==> config.mk <==
export PLATFORM = sky130hd
export DESIGN_NAME = gregorian_date_normalize_unit
export DESIGN_NICKNAME = d
export VERILOG_FILES = /design/src/rtl/gdn_pkg.sv /design/src/rtl/gdn_addsub.sv /design/src/rtl/gdn_seq.sv /design/src/rtl/gregorian_date_normalize_unit.sv
export SDC_FILE = /design/constraint.sdc
export NUM_CORES = 1
export LEC_CHECK = 0
export BUFFER_PORTS_ARGS = -buffer_cell sky130_fd_sc_hd__buf_2
export CORE_ASPECT_RATIO = 2
export CORE_MARGIN = 3
export CORE_UTILIZATION = 30
export DETAILED_ROUTE_END_ITERATION = 6
export GPL_TIMING_DRIVEN = 0
export PLACE_DENSITY = 0.57
export REMOVE_ABC_BUFFERS = 1
export SYNTH_ARGS = -nofsm -noshare
export SYNTH_HDL_FRONTEND = slang
export SYNTH_SLANG_ARGS = --single-unit
==> constraint.sdc <==
create_clock -name i_clk -period 13.9 [get_ports i_clk]
set_input_delay 0.695 -clock i_clk [delete_from_list [all_inputs] [get_ports i_clk]]
set_output_delay 0.695 -clock i_clk [all_outputs]
set_load 0.01 [all_outputs]
==> src/rtl/gdn_pkg.sv <==
`timescale 1ns / 1ps
`default_nettype none

package gdn_pkg;

    localparam int YEAR_BITS_DEF      = 14;
    localparam int DAY_COUNT_BITS_DEF = 21;

    localparam int          MONTHS       = 12;
    localparam logic [3:0]  MARCH        = 4'd3;
    localparam logic [3:0]  FEBRUARY     = 4'd2;
    localparam logic [8:0]  CYCLE_YEARS  = 9'd400;
    localparam logic [8:0]  DAYS_LEAP    = 9'd366;
    localparam logic [8:0]  DAYS_COMMON  = 9'd365;
    localparam int          YEAR_BIAS    = 1900;
    localparam int          TWO_DIGIT    = 100;

    // weekday sum and its reduction modulo 7
    localparam int          WSUM_BITS    = 12;
    localparam logic [11:0] DAYS_BEFORE_MARCH = 12'd307;
    localparam logic [11:0] MARCH_OFFSET      = 12'd58;
    localparam int          MOD_TOP      = 7;
    localparam int          WEEK_DAYS    = 7;

    typedef enum logic [1:0] {
        ST_OK        = 2'd0,
        ST_BAD_DAY   = 2'd1,
        ST_BAD_MONTH = 2'd2,
        ST_BAD_YEAR  = 2'd3
    } t_status;

    typedef enum logic {
        OP_DAY_COUNT = 1'b0,
        OP_MDY       = 1'b1
    } t_op;

    typedef enum logic [2:0] {
        S_IDLE,
        S_DIV,
        S_FWD,
        S_BACK,
        S_CHECK,
        S_MONTH,
        S_MOD,
        S_DONE
    } t_state;

    typedef struct packed {
        logic start;
        logic out_free;
    } t_seq_cmd;

    typedef struct packed {
        logic idle;
        logic done;
    } t_seq_status;

    // leap rule from the year modulo 400 (which also carries the year modulo 4)
    function automatic logic is_leap400(input logic [8:0] r);
        return (r[1:0] == 2'd0) && (r != 9'd100) && (r != 9'd200) && (r != 9'd300);
    endfunction

    function automatic logic [1:0] cent400(input logic [8:0] r);
        logic [1:0] c;
        if (r >= 9'd300)      c = 2'd3;
        else if (r >= 9'd200) c = 2'd2;
        else if (r >= 9'd100) c = 2'd1;
        else                  c = 2'd0;
        return c;
    endfunction

    function automatic logic [8:0] inc400(input logic [8:0] r);
        return (r == CYCLE_YEARS - 9'd1) ? 9'd0 : r + 9'd1;
    endfunction

    function automatic logic [8:0] dec400(input logic [8:0] r);
        return (r == 9'd0) ? CYCLE_YEARS - 9'd1 : r - 9'd1;
    endfunction

    function automatic logic [8:0] year_days(input logic leap);
        return leap ? DAYS_LEAP : DAYS_COMMON;
    endfunction

    function automatic logic [8:0] month_start(input logic [3:0] m, input logic leap);
        logic [8:0] s;
        unique case (m)
            4'd1:    s = 9'd1;
            4'd2:    s = 9'd32;
            4'd3:    s = 9'd60;
            4'd4:    s = 9'd91;
            4'd5:    s = 9'd121;
            4'd6:    s = 9'd152;
            4'd7:    s = 9'd182;
            4'd8:    s = 9'd213;
            4'd9:    s = 9'd244;
            4'd10:   s = 9'd274;
            4'd11:   s = 9'd305;
            4'd12:   s = 9'd335;
            default: s = 9'd0;
        endcase
        if (m > FEBRUARY && leap) s = s + 9'd1;
        return s;
    endfunction

    function automatic logic [4:0] month_len(input logic [3:0] m, input logic leap);
        logic [4:0] n;
        unique case (m)
            4'd1, 4'd3, 4'd5, 4'd7, 4'd8, 4'd10, 4'd12: n = 5'd31;
            4'd4, 4'd6, 4'd9, 4'd11:                     n = 5'd30;
            4'd2:                                        n = leap ? 5'd29 : 5'd28;
            default:                                     n = 5'd0;
        endcase
        return n;
    endfunction

endpackage

`default_nettype wire

==> src/rtl/gdn_addsub.sv <==
`timescale 1ns / 1ps
`default_nettype none

module gdn_addsub #(
    parameter int W = 24
) (
    input  wire logic [W-1:0] i_a,
    input  wire logic [W-1:0] i_b,
    input  wire logic         i_sub,
    output logic      [W-1:0] o_res,
    output logic              o_neg,
    output logic              o_zero
);

    always_comb begin
        o_res  = i_sub ? (i_a - i_b) : (i_a + i_b);
        o_neg  = o_res[W-1];
        o_zero = (o_res == '0);
    end

endmodule

`default_nettype wire

==> src/rtl/gdn_seq.sv <==
`timescale 1ns / 1ps
`default_nettype none

module gdn_seq #(
    parameter int YEAR_BITS      = gdn_pkg::YEAR_BITS_DEF,
    parameter int DAY_COUNT_BITS = gdn_pkg::DAY_COUNT_BITS_DEF
) (
    input  wire logic                             i_clk,
    input  wire logic                             i_rst_n,
    input  wire gdn_pkg::t_seq_cmd                i_cmd,
    input  wire logic                             i_operation,
    input  wire logic signed [DAY_COUNT_BITS-1:0] i_day_count,
    input  wire logic        [YEAR_BITS-1:0]      i_year_in,
    input  wire logic        [3:0]                i_month_number,
    input  wire logic        [4:0]                i_day_in_month,
    output gdn_pkg::t_seq_status                  o_status,
    output logic             [YEAR_BITS-1:0]      o_year_out,
    output logic             [8:0]                o_day_of_year,
    output logic             [3:0]                o_month_out,
    output logic             [4:0]                o_day_of_month,
    output logic             [2:0]                o_weekday,
    output logic                                  o_leap_flag,
    output logic             [1:0]                o_status_code
);

    localparam int DW   = DAY_COUNT_BITS + 1;
    localparam int W0   = (DW > YEAR_BITS + 2) ? DW : YEAR_BITS + 2;
    localparam int W    = (W0 > 13) ? W0 : 13;
    localparam int KD   = YEAR_BITS - 8;
    localparam int KMAX = (KD > gdn_pkg::MOD_TOP) ? KD : gdn_pkg::MOD_TOP;
    localparam int KW   = $clog2(KMAX + 1);
    localparam logic [YEAR_BITS-1:0] YEAR_MAX = '1;

    gdn_pkg::t_state   r_state, n_state;
    gdn_pkg::t_op      r_op, n_op;
    gdn_pkg::t_status  r_status, n_status;
    logic [YEAR_BITS-1:0] r_year, n_year;
    logic signed [DW-1:0] r_day, n_day;
    logic [8:0]        r_r400, n_r400;
    logic [8:0]        r_dy, n_dy;
    logic [3:0]        r_mnum, n_mnum;
    logic [4:0]        r_dmon, n_dmon;
    logic [3:0]        r_month, n_month;
    logic [4:0]        r_dom, n_dom;
    logic [W-1:0]      r_acc, n_acc;
    logic [W-1:0]      r_sub, n_sub;
    logic [KW-1:0]     r_k, n_k;

    logic [W-1:0]      u_a, u_b, u_res;
    logic              u_sub, u_neg, u_zero;

    logic              cur_leap, prev_leap, before_march, ok;
    logic [8:0]        prev_r, wk_r;
    logic [W-1:0]      div_rem;
    logic [YEAR_BITS-1:0] year_mdy;
    logic [3:0]        mcount;
    logic [gdn_pkg::WSUM_BITS-1:0] wsum_base, wsum;

    gdn_addsub #(.W(W)) u_addsub (
        .i_a    (u_a),
        .i_b    (u_b),
        .i_sub  (u_sub),
        .o_res  (u_res),
        .o_neg  (u_neg),
        .o_zero (u_zero)
    );

    always_ff @(posedge i_clk) begin
        if (!i_rst_n) begin
            r_state <= gdn_pkg::S_IDLE;
        end else begin
            r_state <= n_state;
        end
        r_op     <= n_op;
        r_status <= n_status;
        r_year   <= n_year;
        r_day    <= n_day;
        r_r400   <= n_r400;
        r_dy     <= n_dy;
        r_mnum   <= n_mnum;
        r_dmon   <= n_dmon;
        r_month  <= n_month;
        r_dom    <= n_dom;
        r_acc    <= n_acc;
        r_sub    <= n_sub;
        r_k      <= n_k;
    end

    always_comb begin
        cur_leap  = gdn_pkg::is_leap400(r_r400);
        prev_r    = gdn_pkg::dec400(r_r400);
        prev_leap = gdn_pkg::is_leap400(prev_r);

        // two-digit years land in the 1900s
        year_mdy = (i_year_in < YEAR_BITS'(gdn_pkg::TWO_DIGIT))
                 ? i_year_in + YEAR_BITS'(gdn_pkg::YEAR_BIAS) : i_year_in;

        mcount = 4'd1;
        for (int i = 2; i <= gdn_pkg::MONTHS; i++) begin
            if (r_dy >= gdn_pkg::month_start(4'(i), cur_leap)) mcount = mcount + 4'd1;
        end

        // weekday counts from March so the leap day falls at the end of the year
        before_march = r_dy < gdn_pkg::month_start(gdn_pkg::MARCH, cur_leap);
        wk_r = before_march ? prev_r : r_r400;
        wsum_base = gdn_pkg::WSUM_BITS'(r_dy) + gdn_pkg::WSUM_BITS'(wk_r)
                  + gdn_pkg::WSUM_BITS'(wk_r >> 2)
                  - gdn_pkg::WSUM_BITS'(gdn_pkg::cent400(wk_r));
        wsum = before_march ? wsum_base + gdn_pkg::DAYS_BEFORE_MARCH
                            : wsum_base - gdn_pkg::MARCH_OFFSET
                                        - gdn_pkg::WSUM_BITS'(cur_leap);

        n_state  = r_state;
        n_op     = r_op;
        n_status = r_status;
        n_year   = r_year;
        n_day    = r_day;
        n_r400   = r_r400;
        n_dy     = r_dy;
        n_mnum   = r_mnum;
        n_dmon   = r_dmon;
        n_month  = r_month;
        n_dom    = r_dom;
        n_acc    = r_acc;
        n_sub    = r_sub;
        n_k      = r_k;

        u_a   = r_acc;
        u_b   = r_sub;
        u_sub = 1'b1;
        div_rem = u_neg ? r_acc : u_res;

        o_status.idle = (r_state == gdn_pkg::S_IDLE);
        o_status.done = 1'b0;

        unique case (r_state)
            gdn_pkg::S_IDLE: begin
                if (i_cmd.start) begin
                    n_op     = gdn_pkg::t_op'(i_operation);
                    n_year   = (n_op == gdn_pkg::OP_MDY) ? year_mdy : i_year_in;
                    n_day    = DW'(i_day_count);
                    n_mnum   = i_month_number;
                    n_dmon   = i_day_in_month;
                    n_status = gdn_pkg::ST_OK;
                    n_acc    = W'(n_year);
                    n_sub    = W'(gdn_pkg::CYCLE_YEARS) << KD;
                    n_k      = KW'(KD);
                    n_state  = gdn_pkg::S_DIV;
                end
            end
            gdn_pkg::S_DIV: begin
                // restoring reduction of the year modulo 400
                n_acc = div_rem;
                n_sub = r_sub >> 1;
                if (r_k == '0) begin
                    n_r400  = div_rem[8:0];
                    n_state = (r_op == gdn_pkg::OP_DAY_COUNT) ? gdn_pkg::S_FWD
                                                               : gdn_pkg::S_CHECK;
                end else begin
                    n_k = r_k - KW'(1);
                end
            end
            gdn_pkg::S_FWD: begin
                u_a = W'(r_day);
                u_b = W'(gdn_pkg::year_days(cur_leap));
                if (!u_neg && !u_zero) begin
                    if (r_year == YEAR_MAX) begin
                        n_status = gdn_pkg::ST_BAD_YEAR;
                        n_state  = gdn_pkg::S_DONE;
                    end else begin
                        n_day  = u_res[DW-1:0];
                        n_year = r_year + YEAR_BITS'(1);
                        n_r400 = gdn_pkg::inc400(r_r400);
                    end
                end else begin
                    n_state = gdn_pkg::S_BACK;
                end
            end
            gdn_pkg::S_BACK: begin
                u_a   = W'(r_day);
                u_b   = W'(gdn_pkg::year_days(prev_leap));
                u_sub = 1'b0;
                if (r_day[DW-1] || r_day == '0) begin
                    if (r_year <= YEAR_BITS'(1)) begin
                        n_status = gdn_pkg::ST_BAD_YEAR;
                        n_state  = gdn_pkg::S_DONE;
                    end else begin
                        n_day  = u_res[DW-1:0];
                        n_year = r_year - YEAR_BITS'(1);
                        n_r400 = prev_r;
                    end
                end else if (r_year == '0) begin
                    n_status = gdn_pkg::ST_BAD_YEAR;
                    n_state  = gdn_pkg::S_DONE;
                end else begin
                    n_dy    = r_day[8:0];
                    n_state = gdn_pkg::S_MONTH;
                end
            end
            gdn_pkg::S_CHECK: begin
                // the adjusted year always lies in range here
                if (r_mnum < 4'd1 || r_mnum > 4'(gdn_pkg::MONTHS)) begin
                    n_status = gdn_pkg::ST_BAD_MONTH;
                    n_state  = gdn_pkg::S_DONE;
                end else if (r_dmon == 5'd0
                             || r_dmon > gdn_pkg::month_len(r_mnum, cur_leap)) begin
                    n_status = gdn_pkg::ST_BAD_DAY;
                    n_state  = gdn_pkg::S_DONE;
                end else begin
                    n_dy    = 9'(r_dmon) - 9'd1 + gdn_pkg::month_start(r_mnum, cur_leap);
                    n_state = gdn_pkg::S_MONTH;
                end
            end
            gdn_pkg::S_MONTH: begin
                n_month = mcount;
                n_acc   = W'(wsum);
                n_sub   = W'(gdn_pkg::WEEK_DAYS) << gdn_pkg::MOD_TOP;
                n_k     = KW'(gdn_pkg::MOD_TOP);
                n_state = gdn_pkg::S_MOD;
            end
            gdn_pkg::S_MOD: begin
                n_acc = div_rem;
                n_sub = r_sub >> 1;
                n_dom = 5'(r_dy - gdn_pkg::month_start(r_month, cur_leap) + 9'd1);
                if (r_k == '0) begin
                    n_state = gdn_pkg::S_DONE;
                end else begin
                    n_k = r_k - KW'(1);
                end
            end
            gdn_pkg::S_DONE: begin
                // hold until the output register can take the beat
                if (i_cmd.out_free) begin
                    o_status.done = 1'b1;
                    n_state       = gdn_pkg::S_IDLE;
                end
            end
        endcase
    end

    always_comb begin
        ok             = (r_status == gdn_pkg::ST_OK);
        o_year_out     = ok ? r_year : '0;
        o_day_of_year  = ok ? r_dy : '0;
        o_month_out    = ok ? r_month : '0;
        o_day_of_month = ok ? r_dom : '0;
        o_weekday      = ok ? r_acc[2:0] + 3'd1 : '0;
        o_leap_flag    = ok && cur_leap;
        o_status_code  = r_status;
    end

`ifndef NO_ASSERTIONS
    a_done_needs_room: assert property (@(posedge i_clk) disable iff (!i_rst_n)
        o_status.done |-> i_cmd.out_free)
        else $error("result finished while output register is full");

    a_start_leaves_idle: assert property (@(posedge i_clk) disable iff (!i_rst_n)
        (o_status.idle && i_cmd.start) |=> (r_state == gdn_pkg::S_DIV))
        else $error("accepted beat did not start the year reduction");

    a_r400_range: assert property (@(posedge i_clk) disable iff (!i_rst_n)
        (r_state == gdn_pkg::S_FWD || r_state == gdn_pkg::S_BACK
         || r_state == gdn_pkg::S_MONTH) |-> (r_r400 < gdn_pkg::CYCLE_YEARS))
        else $error("year residue out of range");

    a_dy_range: assert property (@(posedge i_clk) disable iff (!i_rst_n)
        (r_state == gdn_pkg::S_MONTH) |-> (r_dy >= 9'd1 && r_dy <= gdn_pkg::DAYS_LEAP))
        else $error("day of year out of range");

    a_weekday_reduced: assert property (@(posedge i_clk) disable iff (!i_rst_n)
        (r_state == gdn_pkg::S_DONE && r_status == gdn_pkg::ST_OK)
        |-> (r_acc < W'(gdn_pkg::WEEK_DAYS)))
        else $error("weekday sum not fully reduced");
`endif

endmodule

`default_nettype wire

==> src/rtl/gregorian_date_normalize_unit.sv <==
`timescale 1ns / 1ps
`default_nettype none

// Gregorian date normalizer. Op 0 walks a signed day number relative to January 1
// of a reference year into a year and day of year; op 1 checks a month/day/year
// (years below 100 map to the 1900s). Each beat returns year, day of year, month,
// day of month, weekday (Monday = 1), leap flag and status; on any error all other
// fields read zero. One item at a time: op 0 walks the day number year by year, one
// year per cycle through the single shared adder (which also does the modulo-400 and
// modulo-7 reductions); the years crossed reach about 2900 for the extreme 21-bit
// day counts. The input stalls while an item is in work; a finished result waits in
// the output register while the next beat is accepted.
module gregorian_date_normalize_unit #(
    parameter int YEAR_BITS      = gdn_pkg::YEAR_BITS_DEF,
    parameter int DAY_COUNT_BITS = gdn_pkg::DAY_COUNT_BITS_DEF
) (
    input  wire logic                             i_clk,
    input  wire logic                             i_rst_n,
    input  wire logic                             i_valid,
    output logic                                  o_stall,
    input  wire logic                             i_operation,
    input  wire logic signed [DAY_COUNT_BITS-1:0] i_day_count,
    input  wire logic        [YEAR_BITS-1:0]      i_year_in,
    input  wire logic        [3:0]                i_month_number,
    input  wire logic        [4:0]                i_day_in_month,
    output logic                                  o_valid,
    input  wire logic                             i_stall,
    output logic             [YEAR_BITS-1:0]      o_year_out,
    output logic             [8:0]                o_day_of_year,
    output logic             [3:0]                o_month_out,
    output logic             [4:0]                o_day_of_month,
    output logic             [2:0]                o_weekday,
    output logic                                  o_leap_flag,
    output logic             [1:0]                o_status
);

    gdn_pkg::t_seq_cmd    seq_cmd;
    gdn_pkg::t_seq_status seq_st;

    logic [YEAR_BITS-1:0] s_year;
    logic [8:0]           s_doy;
    logic [3:0]           s_month;
    logic [4:0]           s_dom;
    logic [2:0]           s_wday;
    logic                 s_leap;
    logic [1:0]           s_status;

    logic                 r_out_valid;
    logic [YEAR_BITS-1:0] r_year;
    logic [8:0]           r_doy;
    logic [3:0]           r_month;
    logic [4:0]           r_dom;
    logic [2:0]           r_wday;
    logic                 r_leap;
    logic [1:0]           r_status;

    always_comb begin
        seq_cmd.start    = i_valid && seq_st.idle;
        seq_cmd.out_free = !r_out_valid || !i_stall;
        o_stall          = !seq_st.idle;
    end

    gdn_seq #(
        .YEAR_BITS      (YEAR_BITS),
        .DAY_COUNT_BITS (DAY_COUNT_BITS)
    ) u_seq (
        .i_clk          (i_clk),
        .i_rst_n        (i_rst_n),
        .i_cmd          (seq_cmd),
        .i_operation    (i_operation),
        .i_day_count    (i_day_count),
        .i_year_in      (i_year_in),
        .i_month_number (i_month_number),
        .i_day_in_month (i_day_in_month),
        .o_status       (seq_st),
        .o_year_out     (s_year),
        .o_day_of_year  (s_doy),
        .o_month_out    (s_month),
        .o_day_of_month (s_dom),
        .o_weekday      (s_wday),
        .o_leap_flag    (s_leap),
        .o_status_code  (s_status)
    );

    always_ff @(posedge i_clk) begin
        if (!i_rst_n) begin
            r_out_valid <= 1'b0;
        end else if (seq_st.done) begin
            r_out_valid <= 1'b1;
        end else if (!i_stall) begin
            r_out_valid <= 1'b0;
        end
        if (seq_st.done) begin
            r_year   <= s_year;
            r_doy    <= s_doy;
            r_month  <= s_month;
            r_dom    <= s_dom;
            r_wday   <= s_wday;
            r_leap   <= s_leap;
            r_status <= s_status;
        end
    end

    always_comb begin
        o_valid        = r_out_valid;
        o_year_out     = r_year;
        o_day_of_year  = r_doy;
        o_month_out    = r_month;
        o_day_of_month = r_dom;
        o_weekday      = r_wday;
        o_leap_flag    = r_leap;
        o_status       = r_status;
    end

endmodule

`default_nettype wire

==> impl_metrics.ini <==
[outcome]
status = completed

[setup_path]
reg2reg_slack_ns = 3.68
reg2reg_from = u_seq.r_r400[2]$_DFFE_PP_
worst_path_largest_cell_delay_ns = 0.61
crit_start = u_seq.r_r400[2]$_DFFE_PP_
critPathSlowestCell = edfxtp_1
endpoint_kind = flop
crit_path_start_kind = flop
critPathArrivalTime_ns = 10.57
cp_data_required_time_ns = 14.25
cp_max_fo = 10
crit_top_cell = ha_1
critPathKind = flop to flop
reg2reg_depth = 38

[synthesis]
synth_top_area_cell = edfxtp_1
synthXorXnorAreaFrac = 0.08658
yosys.area_share.simple = 0.1945
synth_fa_ha_area_frac = 0.1195
muxShareOfSynthArea = 0.03015
ys_ff_latch = 170
netlist_instances = 1571
yosysUniqueCellTypes = 94
synthTopCellsByArea = edfxtp_1 33%, ha_1 11%, nand2_1 6.0%
synth_top_area_share = 0.3273
yosysSeqAreaShare = 0.3531
synth_edf_count = 152
synth_top_family_by_area = simple AND/OR/NAND/NOR gates
syn_area_per_cell_um2 = 8.877
synth_area_mm2 = 0.01395
synth_compound_area_frac = 0.1691
async_flop_share = 0
yosysWarnings = 0
ys.flop_type = edfxtp_1

[clocking]
cts_tree = done
clk_pin_slew_ns = 0.07
ctsHoldBuffers = 0
clock_path_buffers = 2
post_cts_resize_count = 0
post-cts-setup-buffer-count = 0
cts_num_sinks = 170
clock_latency_ns = 0.46
h-tree-depth = 4
root_buffer = clkbuf_16
cts_buffers = 17

[layout]
layoutNonFillerInstCount = 2202
num-fill-cells = 4755
drive_gt1_frac = 0.1124
synthToLayoutAreaGrowth_pct = 12.07
fin_nets = 1802
fin_area_mm2 = 0.01563
final_common_cell = nand2_1
multi_input_area_mm2 = 0.008438
layout_common_cells = 223 x nand2_1, 152 x edfxtp_1, 122 x ha_1
antenna_cells = 0
seq_area_mm2 = 0.004926

[sta]
tightestPinTransition_ns = 1.197
fin_crit_sh = 0.7350
drv_slew = 0
max_freq_ghz = 0.09789
relSlewSlack = 0.1993
rsz0062_at_grt = no
setup_violations = 0
fin_crit_ns = 10.22
hold_viol = 0
clock_skew_ns = 0.01487
layout_setup_ws_ns = 3.684

[drt]
drcViolationCount = 0
wl_met2_mm = 23.40
met3_wirelength_mm = 1.201
ant_nets = 0
vias = 11610
routed.top_layer = met4
dr.pass1.iters = 5
post_drt_wl_per_cell_um = 19.09
drtIter0Drc = 774
vias_per_cell = 5.274
wl_mm = 42.03
wl_met1_mm = 14.48

[placed_design]
pre_cts_ws_ns = 3.695
place_area_mm2 = 0.01506
io_buffers = 88
gp_congestion = 0.8797
hpwlAfterDp_mm = 33.90
dp_cells = 2170

[hold_path]
hold_path.class = primary input to flop

[job]
drv_cap = 0

[power]
total_power_uw = 2321
p_per_area_mw_per_mm2 = 148.5
leakagePower_uw = 0.006335
ir_worst_vdd_v = 0.00009776

[floorplan]
rows = 111
die_h_um = 310.9
start_util = 0.3043
die_area_mm2 = 0.04927
core_mm2 = 0.04583
ioPinCount = 89
die_w_um = 158.5

[grt]
grt_overflow = 0
grt_pass1_vias = 12000
grt_pass1_wl_mm = 65.50
antenna_found_initial = 0
grt_usage = 0.1723
grt_max_degree = 72
## per-stage QoR
step | setup TNS (ns) | hold WS [ns] | util
floorplan | 0 | 0.4967 | -
global placement | -95.48 | 0.5147 | 0.3239
detailed placement | 0 | 0.5078 | 0.3286
CTS | 0 | 0.3967 | 0.3410
global route | 0 | 0.4005 | 0.3410
finish | 0 | 0.4136 | 0.3410
## routing by layer
layer | track usage | vias up
met5 | 0 | -
met4 | 0.1084 | 0
met3 | 0.01976 | 104
met2 | 0.3324 | 306
met1 | 0.1668 | 5511
li1 | - | 5693
## Yosys cell counts, types with 4 or more instances
library cell    n
a21oi_1        87
fa_1            7
or3_1           5
o21a_1         12
inv_1         107
nor3b_1         7
o31ai_1        10
nor4_1         10
a211oi_1        9
o21bai_1        9
and2_1         44
nand3b_1        7
a21o_1         24
or2_2           7
a31oi_1         8
dfxtp_1        18
o211ai_1       13
and3_1         10
a311oi_1        5
nand4_1        16
ha_1          122
xor2_1         44
nor2b_1        17
a22oi_1         5
o221ai_1        9
buf_1           8
nand2_1       223
o22ai_1         7
o21ai_1         6
buf_2           5
mux2i_1        24
mux2_2         10
o21ai_0       117
nor3_1         46
nor2_1        109
clkbuf_1       47
edfxtp_1      152
xnor2_1        80
a21boi_0        4
nand3_1        28
nand2b_1       18
## registers in the layout, summed over array words and instances (netlist names), 4 cells and up, named ones only
name            flops
o_day_of_month      5
o_day_of_year       9
o_month_out         4
o_year_out         14
u_seq.r_acc        21
u_seq.r_day        22
u_seq.r_dmon        5
u_seq.r_dom         5
u_seq.r_dy          9
u_seq.r_mnum        4
u_seq.r_month       4
u_seq.r_r400        9
u_seq.r_sub        15
u_seq.r_year       14
## logic make-up after synthesis
kind of cell | Yosys count
compound gates | 366
xor+xnor | 130
fa+ha+maj | 129
buf+inv | 171
flops | 170
mux | 37
simple gates | 568
## power by group
group          internal, uW  switching [uW]  total (uW)
clock network           252             225         477
logic                   426             681        1110
registers               664            73.4         737
## how the worst min path moves through the flow
stage	depth (start not counted)	slack, ns	to	startpoint
after global placement	1	0.51	o_day_of_month[3]$_SDFFCE_PP0P_	u_seq.r_dom[3]$_DFFE_PP_
after floorplan	1	0.50	o_day_of_month[0]$_SDFFCE_PP0P_	u_seq.r_dom[0]$_DFFE_PP_
after global routing	1	0.40	u_seq.r_dmon[4]$_DFFE_PP_	i_day_in_month[4]
after detailed placement	1	0.51	o_day_of_month[3]$_SDFFCE_PP0P_	u_seq.r_dom[3]$_DFFE_PP_
after CTS	1	0.40	u_seq.r_dmon[4]$_DFFE_PP_	i_day_in_month[4]
final	1	0.41	u_seq.r_dmon[4]$_DFFE_PP_	i_day_in_month[4]
## worst max-delay path: cells and delay by family (launching register included)
kind | cells | cell delay [ns]
buffers and inverters | 4 | 0.72
adder cells (fa/ha/maj) | 10 | 3.19
AO/OA/AOI/OAI | 9 | 1.79
flip-flops | 1 | 0.61
multiplexers | 4 | 1.24
AND/OR/NAND/NOR | 10 | 2.35
XOR/XNOR | 1 | 0.20
## final cells by class
class,instances,area share
Clock inverter,13,0.008726
Timing Repair Buffer,96,0.03707
Sequential cell,170,0.3152
Inverter,109,0.02618
Clock buffer,19,0.02770
Multi-Input combinational cell,1230,0.5399
Tap cell,565,0.04523
Power figures use the tool's default switching activity.
